$ cat src/rtl/feod_pkg.sv
package feod_pkg;

  localparam int SAMPLE_W = 16;
  localparam int MAG_W    = 16;          // |sample| <= 32768
  localparam int SQ_W     = 2 * MAG_W - 1; // 32768^2 = 2^30
  localparam int ENERGY_W = 41;
  localparam int ROOT_W   = (ENERGY_W + 1) / 2;
  localparam int REM_W    = ENERGY_W + 1;
  localparam int CFG_IDX_W = 1;

  localparam logic [ENERGY_W-1:0] ENERGY_MAX = {ENERGY_W{1'b1}};

  typedef enum logic [CFG_IDX_W-1:0] {
    REG_MODE    = 1'b0,
    REG_ENABLED = 1'b1
  } cfg_reg_t;

  localparam logic MODE_ENVELOPE = 1'b0;
  localparam logic MODE_DIFF     = 1'b1;

  typedef enum logic [2:0] {
    ST_IDLE,
    ST_SQUARE,
    ST_ACCUM,
    ST_SQRT,
    ST_RESULT
  } state_t;

  typedef struct packed {
    logic busy;
    logic done;
  } sqrt_stat_t;

endpackage

$ cat src/rtl/feod_if.sv
interface feod_sample_if;
  logic                               valid;
  logic                               ready;
  logic signed [feod_pkg::SAMPLE_W-1:0] sample;
  logic                               frame_end;

  modport source (output valid, output sample, output frame_end, input ready);
  modport sink   (input valid, input sample, input frame_end, output ready);
endinterface

interface feod_onset_if;
  logic                         valid;
  logic                         ready;
  logic [feod_pkg::ENERGY_W-1:0] onset_value;

  modport source (output valid, output onset_value, input ready);
  modport sink   (input valid, input onset_value, output ready);
endinterface

interface feod_cfg_if;
  logic                          valid;
  logic                          ready;
  logic [feod_pkg::CFG_IDX_W-1:0] index;
  logic                          data;

  modport source (output valid, output index, output data, input ready);
  modport sink   (input valid, input index, input data, output ready);
endinterface

$ cat src/rtl/feod_sqrt.sv
// Bit-serial floor square root: one result bit per cycle.
module feod_sqrt (
  input  logic                          clk,
  input  logic                          rst,
  input  logic                          start,
  input  logic [feod_pkg::ENERGY_W-1:0] value,
  output feod_pkg::sqrt_stat_t          stat,
  output logic [feod_pkg::ROOT_W-1:0]   root
);

  logic [feod_pkg::REM_W-1:0] rem;
  logic [feod_pkg::REM_W-1:0] acc_root;
  logic [feod_pkg::REM_W-1:0] bit_pos;
  logic [feod_pkg::REM_W-1:0] trial;
  logic                       busy;
  logic                       done;

  assign trial = acc_root + bit_pos;

  always_ff @(posedge clk) begin
    if (rst) begin
      busy <= 1'b0;
      done <= 1'b0;
    end else begin
      done <= busy && bit_pos[0];
      if (start) begin
        busy <= 1'b1;
      end else if (busy && bit_pos[0]) begin
        busy <= 1'b0;
      end
    end
  end

  always_ff @(posedge clk) begin
    if (start) begin
      rem      <= {1'b0, value};
      acc_root <= '0;
      // highest even bit position below REM_W
      bit_pos  <= {{(feod_pkg::REM_W-1){1'b0}}, 1'b1} << (2 * (feod_pkg::ROOT_W - 1));
    end else if (busy) begin
      if (rem >= trial) begin
        rem      <= rem - trial;
        acc_root <= (acc_root >> 1) + bit_pos;
      end else begin
        acc_root <= acc_root >> 1;
      end
      bit_pos <= bit_pos >> 2;
    end
  end

  assign stat.busy = busy;
  assign stat.done = done;
  assign root      = acc_root[feod_pkg::ROOT_W-1:0];

endmodule

$ cat src/rtl/frame_energy_onset_detector.sv
// Channel   Dir  Role    Payload
// samples   in   sink    sample (s16), frame_end
// onsets    out  source  onset_value (u41), one item per frame end
// cfg       in   sink    index (0 mode, 1 enabled), data (1 bit); always ready
//
// Enabled sample: accept, square, accumulate.
// Frame end, difference mode: accept, square, accumulate, result; envelope mode
//   adds the bit-serial square root, one result bit per iteration, before the result.
// Disabled: plain samples are only accepted; a frame end is accepted, then reported.
// Reset (rst, sync): mode = difference, disabled, energies cleared.
// A result waits in the output register; the next item is taken meanwhile and
//   only a second result stalls until the first is taken.
module frame_energy_onset_detector (
  input  logic         clk,
  input  logic         rst,
  feod_sample_if.sink  samples,
  feod_onset_if.source onsets,
  feod_cfg_if.sink     cfg
);

  feod_pkg::state_t state;
  feod_pkg::state_t state_next;

  logic                          mode;
  logic                          enabled;
  logic [feod_pkg::MAG_W-1:0]    mag;
  logic                          last;
  logic [feod_pkg::SQ_W-1:0]     sq;
  logic [feod_pkg::ENERGY_W-1:0] acc;
  logic [feod_pkg::ENERGY_W-1:0] prev;
  logic [feod_pkg::ENERGY_W-1:0] res;
  logic                          out_valid;
  logic [feod_pkg::ENERGY_W-1:0] out_data;

  logic                          in_fire;
  logic                          out_load;
  logic                          sqrt_start;
  logic [feod_pkg::ENERGY_W:0]   sum;
  logic [feod_pkg::ENERGY_W-1:0] energy;
  logic [feod_pkg::MAG_W-1:0]    in_mag;
  feod_pkg::sqrt_stat_t          sq_stat;
  logic [feod_pkg::ROOT_W-1:0]   sq_root;

  // config port never stalls
  assign cfg.ready = 1'b1;

  always_ff @(posedge clk) begin
    if (rst) begin
      mode    <= feod_pkg::MODE_DIFF;
      enabled <= 1'b0;
    end else if (cfg.valid) begin
      unique case (cfg.index)
        feod_pkg::REG_MODE:    mode    <= cfg.data;
        feod_pkg::REG_ENABLED: enabled <= cfg.data;
        default: ;
      endcase
    end
  end

  assign in_fire = samples.valid && samples.ready;

  // two's complement magnitude; -32768 maps to 32768 in 16 unsigned bits
  assign in_mag = samples.sample[feod_pkg::SAMPLE_W-1]
                  ? feod_pkg::MAG_W'(-samples.sample) : feod_pkg::MAG_W'(samples.sample);

  // saturating accumulate
  assign sum    = {1'b0, acc} + {{(feod_pkg::ENERGY_W + 1 - feod_pkg::SQ_W){1'b0}}, sq};
  assign energy = sum[feod_pkg::ENERGY_W] ? feod_pkg::ENERGY_MAX
                                          : sum[feod_pkg::ENERGY_W-1:0];

  // next state
  always_comb begin
    state_next = state;
    unique case (state)
      feod_pkg::ST_IDLE: begin
        if (in_fire) begin
          if (enabled)                 state_next = feod_pkg::ST_SQUARE;
          else if (samples.frame_end)  state_next = feod_pkg::ST_RESULT;
        end
      end
      feod_pkg::ST_SQUARE: state_next = feod_pkg::ST_ACCUM;
      feod_pkg::ST_ACCUM: begin
        if (!last)                                  state_next = feod_pkg::ST_IDLE;
        else if (mode == feod_pkg::MODE_ENVELOPE)   state_next = feod_pkg::ST_SQRT;
        else                                        state_next = feod_pkg::ST_RESULT;
      end
      feod_pkg::ST_SQRT: begin
        if (sq_stat.done) state_next = feod_pkg::ST_RESULT;
      end
      feod_pkg::ST_RESULT: begin
        if (!out_valid || onsets.ready) state_next = feod_pkg::ST_IDLE;
      end
      default: state_next = feod_pkg::ST_IDLE;
    endcase
  end

  // control outputs
  always_comb begin
    samples.ready = 1'b0;
    sqrt_start    = 1'b0;
    out_load      = 1'b0;
    unique case (state)
      feod_pkg::ST_IDLE:   samples.ready = 1'b1;
      feod_pkg::ST_SQUARE: ;
      feod_pkg::ST_ACCUM:  sqrt_start = last && (mode == feod_pkg::MODE_ENVELOPE);
      feod_pkg::ST_SQRT:   ;
      feod_pkg::ST_RESULT: out_load = !out_valid || onsets.ready;
      default: ;
    endcase
  end

  always_ff @(posedge clk) begin
    if (rst) begin
      state     <= feod_pkg::ST_IDLE;
      acc       <= '0;
      prev      <= '0;
      out_valid <= 1'b0;
    end else begin
      state <= state_next;
      if (state == feod_pkg::ST_ACCUM) begin
        if (last) begin
          acc <= '0;
          if (mode == feod_pkg::MODE_DIFF) prev <= energy;
        end else begin
          acc <= energy;
        end
      end
      if (out_load)          out_valid <= 1'b1;
      else if (onsets.ready) out_valid <= 1'b0;
    end
  end

  // datapath, no reset needed
  always_ff @(posedge clk) begin
    if (in_fire) begin
      mag  <= in_mag;
      last <= samples.frame_end;
      res  <= '0;                      // disabled frame end reports zero
    end
    if (state == feod_pkg::ST_SQUARE) begin
      sq <= feod_pkg::SQ_W'(mag * mag);
    end
    if (state == feod_pkg::ST_ACCUM && mode == feod_pkg::MODE_DIFF) begin
      res <= (energy > prev) ? energy - prev : '0;
    end
    if (state == feod_pkg::ST_SQRT && sq_stat.done) begin
      res <= {{(feod_pkg::ENERGY_W - feod_pkg::ROOT_W){1'b0}}, sq_root};
    end
    if (out_load) out_data <= res;
  end

  feod_sqrt u_sqrt (
    .clk   (clk),
    .rst   (rst),
    .start (sqrt_start),
    .value (energy),
    .stat  (sq_stat),
    .root  (sq_root)
  );

  assign onsets.valid       = out_valid;
  assign onsets.onset_value = out_data;

`ifndef SYNTH
  a_sqrt_start_free: assert property (@(posedge clk) disable iff (rst)
    sqrt_start |-> !sq_stat.busy)
    else $error("square root started while busy");

  a_sqrt_in_state: assert property (@(posedge clk) disable iff (rst)
    (state == feod_pkg::ST_SQRT) |-> (sq_stat.busy || sq_stat.done))
    else $error("waiting on idle square root unit");

  a_frame_clears_acc: assert property (@(posedge clk) disable iff (rst)
    (state == feod_pkg::ST_ACCUM && last) |=> (acc == '0))
    else $error("accumulator not cleared at frame end");

  a_disabled_holds: assert property (@(posedge clk) disable iff (rst)
    (in_fire && !enabled) |=> ($stable(acc) && $stable(prev)))
    else $error("state changed while disabled");
`endif

endmodule
$ cat src/flat_wrapper.sv
// flat-port wrapper written by rule: the top's interface ports become plain ports
module frame_energy_onset_detector_flat 
  (clk, rst, samples_valid, samples_sample, samples_frame_end, samples_ready, onsets_valid, onsets_onset_value, onsets_ready, cfg_valid, cfg_index, cfg_data, cfg_ready);
  feod_sample_if samples_i ();
  feod_onset_if onsets_i ();
  feod_cfg_if cfg_i ();
  input  logic clk;
  input  logic rst;
  input wire logic [$bits(samples_i.valid)-1:0] samples_valid;
  input wire logic [$bits(samples_i.sample)-1:0] samples_sample;
  input wire logic [$bits(samples_i.frame_end)-1:0] samples_frame_end;
  output wire logic [$bits(samples_i.ready)-1:0] samples_ready;
  output wire logic [$bits(onsets_i.valid)-1:0] onsets_valid;
  output wire logic [$bits(onsets_i.onset_value)-1:0] onsets_onset_value;
  input wire logic [$bits(onsets_i.ready)-1:0] onsets_ready;
  input wire logic [$bits(cfg_i.valid)-1:0] cfg_valid;
  input wire logic [$bits(cfg_i.index)-1:0] cfg_index;
  input wire logic [$bits(cfg_i.data)-1:0] cfg_data;
  output wire logic [$bits(cfg_i.ready)-1:0] cfg_ready;
  assign samples_i.valid = samples_valid;
  assign samples_i.sample = samples_sample;
  assign samples_i.frame_end = samples_frame_end;
  assign samples_ready = samples_i.ready;
  assign onsets_valid = onsets_i.valid;
  assign onsets_onset_value = onsets_i.onset_value;
  assign onsets_i.ready = onsets_ready;
  assign cfg_i.valid = cfg_valid;
  assign cfg_i.index = cfg_index;
  assign cfg_i.data = cfg_data;
  assign cfg_ready = cfg_i.ready;
  frame_energy_onset_detector u_core (.clk(clk), .rst(rst), .samples(samples_i), .onsets(onsets_i), .cfg(cfg_i));
endmodule
$ cat config.mk
export PLATFORM = sky130hd
export DESIGN_NAME = frame_energy_onset_detector_flat
export DESIGN_NICKNAME = d
export VERILOG_FILES = /design/src/rtl/feod_pkg.sv /design/src/rtl/feod_if.sv /design/src/rtl/feod_sqrt.sv /design/src/rtl/frame_energy_onset_detector.sv /design/src/flat_wrapper.sv
export SDC_FILE = /design/constraint.sdc
export NUM_CORES = 1
export LEC_CHECK = 0
export BUFFER_PORTS_ARGS = -buffer_cell sky130_fd_sc_hd__buf_2
export CORE_ASPECT_RATIO = 0.75
export CORE_MARGIN = 5
export CORE_UTILIZATION = 59
export DETAILED_ROUTE_END_ITERATION = 7
export PLACE_DENSITY = 0.79
export REMOVE_ABC_BUFFERS = 1
export SLEW_MARGIN = 5
export SYNTH_ARGS = -nofsm -noshare
export SYNTH_HDL_FRONTEND = slang
export SYNTH_SLANG_ARGS = --single-unit
$ cat constraint.sdc
create_clock -name clk -period 7 [get_ports clk]
set_clock_uncertainty 0.1 [all_clocks]
set_input_delay 1.4 -clock clk [delete_from_list [all_inputs] [get_ports clk]]
set_output_delay 1.4 -clock clk [all_outputs]
set_load 0.02 [all_outputs]
# == Word level (Yosys, flattened, before mapping) ==
# Cells that the tools add are included.
# totals
ff_bits,325
latchBits,0
mem_bits_rw,0
rom_bits,0
out_inout_bits,44
word_cells,84
memories,0
# op_classes
n_addsub,6
multipliers,1
div,0
magnitude_cmp,2
n_eq_ne,8
shifts,0
muxes,26
bitwise_logic,2
reduce_logical,20
# ops
operator,n
$mux W41,8
$add A41 B31 Y42,1
$add A41 B41 Y42,1
$add A42 B41 Y42,1
$ge A42 B42 Y1,1
$mux W42,1
$sub A42 B42 Y42,1
$gt A41 B41 Y1,1
$sub A41 B41 Y41,1
$mul A16 B16 Y31,1
$mux W21,1
$mux W3,7
$neg A16 Y16,1
$mux W15,1
$pmux W3 S5,1
$reduce_bool A2 Y1,5
$reduce_and A2 Y1,4
$mux W1,7
$eq A3 B2 Y1 const B,2
$logic_and A1 B1 Y1,5
$ne A2 B1 Y1 const B,2
$reduce_and A4 Y1,1
$eq A3 B1 Y1 const B,1
$eq A3 B3 Y1 const B,1
8 further kinds,9

# == Depth between registers and ports, before layout ==
# depth
word_depth,6
depth_mapped,27

# == Hierarchy ==
# Synthesis repeated with hierarchy kept, for this count alone.
# unflattened
cells_unflattened,3249
area_unflattened_um2,28516.1
# by_module_without_submodules
mod,instances,cells_per_inst,area_per_inst_um2,seq_area_each_um2
frame_energy_onset_detector,1,2034,18830.6,5435.2
feod_sqrt,1,1215,9685.5,2552.4

# == Worst setup path before layout ==
# Ideal clock, no wire load.
# synth_timing
kind,flip-flop to flip-flop
start,register u_core.u_sqrt.acc_root[4] in the netlist's numbering
end,register u_core.u_sqrt.rem[0] in the netlist's numbering (enable)
setup_time_ps,496
t_arrival_ps,7116
path_slack_ps,-712
path_stages_with_launch,22
path_buffers,2
path_cell_list,dfxtp_1 > ha_1 > a211oi_1 > a211oi_1 > a2111oi_2 > a21boi_1 > or2_2 > a31oi_1 > inv_1 > a31oi_1 > xor2_1 > ha_1 > clkbuf_1 > nand2_1 > nor2_1 > nand3_1 > nor3_1 > and3b_1 > a311o_1 > o22ai_4 > buf_2 > o21ai_0
# synth_between
elab_chain_len,4
# synth_rtl
item,line_no,source
from (decl),feod_sqrt.sv:12,logic [feod_pkg::REM_W-1:0] acc_root;
from (signal assigned),feod_sqrt.sv:43,acc_root <= (acc_root >> 1) + bit_pos;
from (signal assigned),feod_sqrt.sv:45,acc_root <= acc_root >> 1;
$add A42 B41 Y42,feod_sqrt.sv:18,assign trial = acc_root + bit_pos;
$ge A42 B42 Y1,feod_sqrt.sv:41,if (rem >= trial) begin
$reduce_bool A2 Y1 (no line),-,
$reduce_and A2 Y1 (no line),-,
to (signal assigned),feod_sqrt.sv:36,"rem <= {1'b0, value};"
to (signal assigned),feod_sqrt.sv:42,rem <= rem - trial;
to (decl),feod_sqrt.sv:11,logic [feod_pkg::REM_W-1:0] rem;
# No other way between the ends.
# A chain may end at the register's enable or synchronous reset.

# == Worst setup path after layout ==
# layout_timing
start,register u_core.mag[15] in the netlist's numbering
end,register u_core.sq[28] in the netlist's numbering (data pin)
# layout_between
elab_chain_len,1
# layout_rtl
item,line_no,source
from (decl),frame_energy_onset_detector.sv:26,logic [feod_pkg::MAG_W-1:0] mag;
from (signal assigned),frame_energy_onset_detector.sv:136,mag <= in_mag;
$mul A16 B16 Y31,frame_energy_onset_detector.sv:141,sq <= feod_pkg::SQ_W'(mag * mag);
to (signal assigned),frame_energy_onset_detector.sv:141,
to (decl),frame_energy_onset_detector.sv:28,logic [feod_pkg::SQ_W-1:0] sq;
# No other way between the ends.

==> flow_summary.toml <==
[clock_tree]
clkLatencyLatePin_ns = 0.56
tritoncts = "built"
clock_sinks = 324
clk_pin_slew_worst_paths_ns = 0.06
cts_made_buffers = 36
htreeDepth = 2
cts_max_path_buffers = 3
postCtsHoldBufs = 0
cts-root-buf = "clkbuf_16"

[global_routing]
grt_pass1_vias = 22300
grt-ovfl-total = 0
grt_first_pass_wirelength_um = 113000
antenna_found_initial = 0
grtUsageTotal_pct = 26.4
grt_start_max_net_pins = 78

[worst_setup_path]
crit_type = "flop to flop"
rr_worst_depth = 20
cp-start-kind = "flop"
slowest_stage = "edfxtp_1"
cp_common_cell = "fa_1"
worst-path-max-fanout = 15
slowest_delay_ns = 0.68
worstPathRequired_ns = 7.18
end_kind = "flop"
worstPathArrival_ns = 7.00
worstPathCellList = "and2_1 -> inv_1 -> fa_1 -> fa_1 -> inv_1 -> fa_1 -> fa_1 -> fa_1 -> fa_1 -> ha_1 -> a21oi_2 -> o21ai_0 -> a211o_1 -> a21oi_1 -> o21a_1 -> o221ai_1 -> o41ai_2 -> o21ai_0 -> o21ai_0 -> a21oi_1"

[timing]
setup_slack_ns = 0.188
worst_slew_pin_slew_ns = 1.08
timing.final.crit_share_pct = 97.3
setup-violations-final = 0
maxSlewHeadroom_pct = 27.8
finalMaxSlewViolations = 0
fin_crit_ns = 6.81
fmax_mhz = 147
hold_viol_final = 0

[final_layout]
final_common_cell = "inv_1"
fin_cells = 3806
layout_common_cells = "inv_1, nand2_1, ha_1"
syn2layout_area_growth_pct = 8.00
drive_above_1_share_pct = 7.51
antenna_cells = 0
utilization_pct = 64.0
final_nets = 3581

[die]
io_pins = 68
die_w_um = 261
core_area_um2 = 47100
fp.dieH_um = 198
dieArea_um2 = 51700
initial_utilization_pct = 59.2
fp-row-count = 69

[detailed_routing]
wl_per_cell_um = 18.1
wl_um = 69000
drt-initial-drc-count = 2398
drtAntennaViolNets = 0
viasPerCell = 6.00
drtPass1Iterations = 7
via_count = 22800
drc = 0

[yosys]
avgSynthCellArea_um2 = 8.93
synth_seq_cells = 324
ys.flop_type = "dfxtp_1"
async_flop_share_pct = 0
yosysWarnings = 0
synth_edf_count = 150
synth.distinct_cells = 100
syn-cell-area_um2 = 27900
synthCells = 3120
seq_area_frac_synth_pct = 28.7

[min_path]
hp-class = "flop to flop"
min_path_cells = 0

[placement]
placedCellCount = 3730
portBuffers = 66
place.gp.congestion = 0.992
pre_cts_ws_ns = 0.00110
hpwlAfterDp_um = 52700

[outcome]
status = "completed"

[run]
drv_cap = 0
## layout make-up
| class | count | area, um2 |
|---|---|---|
| fillers | 3759 | 17000 |
| clock inverters | 15 | 169 |
| clock buffers | 50 | 1040 |
| multi-input cells | 2308 | 18100 |
| flip-flops and latches | 324 | 7990 |
| inverters | 355 | 1330 |
| repair buffers | 115 | 708 |
| well taps | 639 | 800 |
## logic make-up (layout without fill, tap and decap cells)
kind of cell | Yosys count | count (layout) | share of synthesized area (%)
and+or+nand+nor | 834 | 834 | 14.1
AOI/OAI and AO/OA | 810 | 810 | 19.3
buffers and inverters | 488 | 535 | 6.78
adders and majority gates | 417 | 417 | 23.2
DFF | 324 | 324 | 28.7
xor gates and xnor gates | 204 | 204 | 6.41
muxes | 42 | 42 | 1.58
other | 1 | 1 | 0.0135
## cell usage after synthesis, drive strengths merged, types with 8 or more instances
cell | instances | area [um2]
mux2i | 36 | 360
o211ai | 19 | 148
buf | 26 | 151
nor3b | 8 | 60.1
or3 | 16 | 100
and2 | 70 | 438
xnor2 | 129 | 1130
clkbuf | 107 | 404
a21o | 63 | 473
nand2 | 259 | 977
o21bai | 22 | 169
edfxtp | 150 | 4500
dfxtp | 174 | 3480
inv | 355 | 1330
ha | 251 | 3140
a22o | 43 | 377
fa | 166 | 3320
a311oi | 12 | 111
a211oi | 67 | 513
o21ai | 181 | 921
nand2b | 24 | 150
nor2b | 30 | 188
nor2 | 247 | 935
or2 | 8 | 50.1
nand3 | 55 | 285
xor2 | 75 | 657
a31oi | 50 | 328
a21oi | 218 | 1100
nand4 | 34 | 213
nor4 | 8 | 56.3
o31ai | 16 | 120
nor3 | 34 | 170
and3 | 22 | 138
o21a | 29 | 218
## final timing paths
| kind | start | to | slack (ns) |
|---|---|---|---|
| min reg2reg | u_core.res[11] | u_core.onsets.onset_value[11] | 0.31 |
| max | u_core.mag[15] | u_core.sq[28] | 0.19 |
| max reg2reg | u_core.mag[15] | u_core.sq[28] | 0.19 |
| min | u_core.res[11] | u_core.onsets.onset_value[11] | 0.31 |
## state kept, by name, summed over array words and instances, names as in the netlist
name / count
u_core.u_sqrt.bit_pos: 21
u_core.prev: 41
u_core.onsets.onset_value: 41
u_core.mag: 16
u_core.last: 1
u_core.u_sqrt.acc_root: 42
u_core.enabled: 1
u_core.u_sqrt.rem: 42
u_core.onsets.valid: 1
u_core.acc: 41
u_core.u_sqrt.done: 1
u_core.mode: 1
u_core.state: 3
u_core.u_sqrt.busy: 1
u_core.res: 41
u_core.sq: 30
## layer usage
layer	GRT usage, %	share of wire, %	vias to the layer above
met3	3.89	7.3	141
met4	7.71	2.9	0
met5	0	0	-
met2	42.6	45	922
li1	-	-	10900
met1	37.3	45	10900
## what timing repair did
action | 4_1_cts | 5_1_grt
buffers inserted | 0 | 11
endpoints found under the setup margin | 0 | 6
gates resized for setup | 0 | 6
## critical path, delay by kind of cell (launching register included)
kind                     cells  cell delay [ns]
AND/OR/NAND/NOR              1             0.27
flip-flops                   1             0.68
buffers and inverters        2             0.13
adder cells (fa/ha/maj)      7             3.19
AO/OA/AOI/OAI               10             2.15
## through the flow
step / hold WS [ns] / setup TNS (ns) / area (um2)
CTS: 0.311 / 0 / 30000
detailed placement: 0.305 / 0 / 28800
floorplan: 0.300 / -25.71 / 27300
finish: 0.312 / 0 / 30100
global placement: 0.301 / 0 / 28800
global route: 0.325 / -0.0175 / 30100
Power is not shown: default switching activity piles up to over one toggle a cycle in this logic, so the estimate is an artifact.
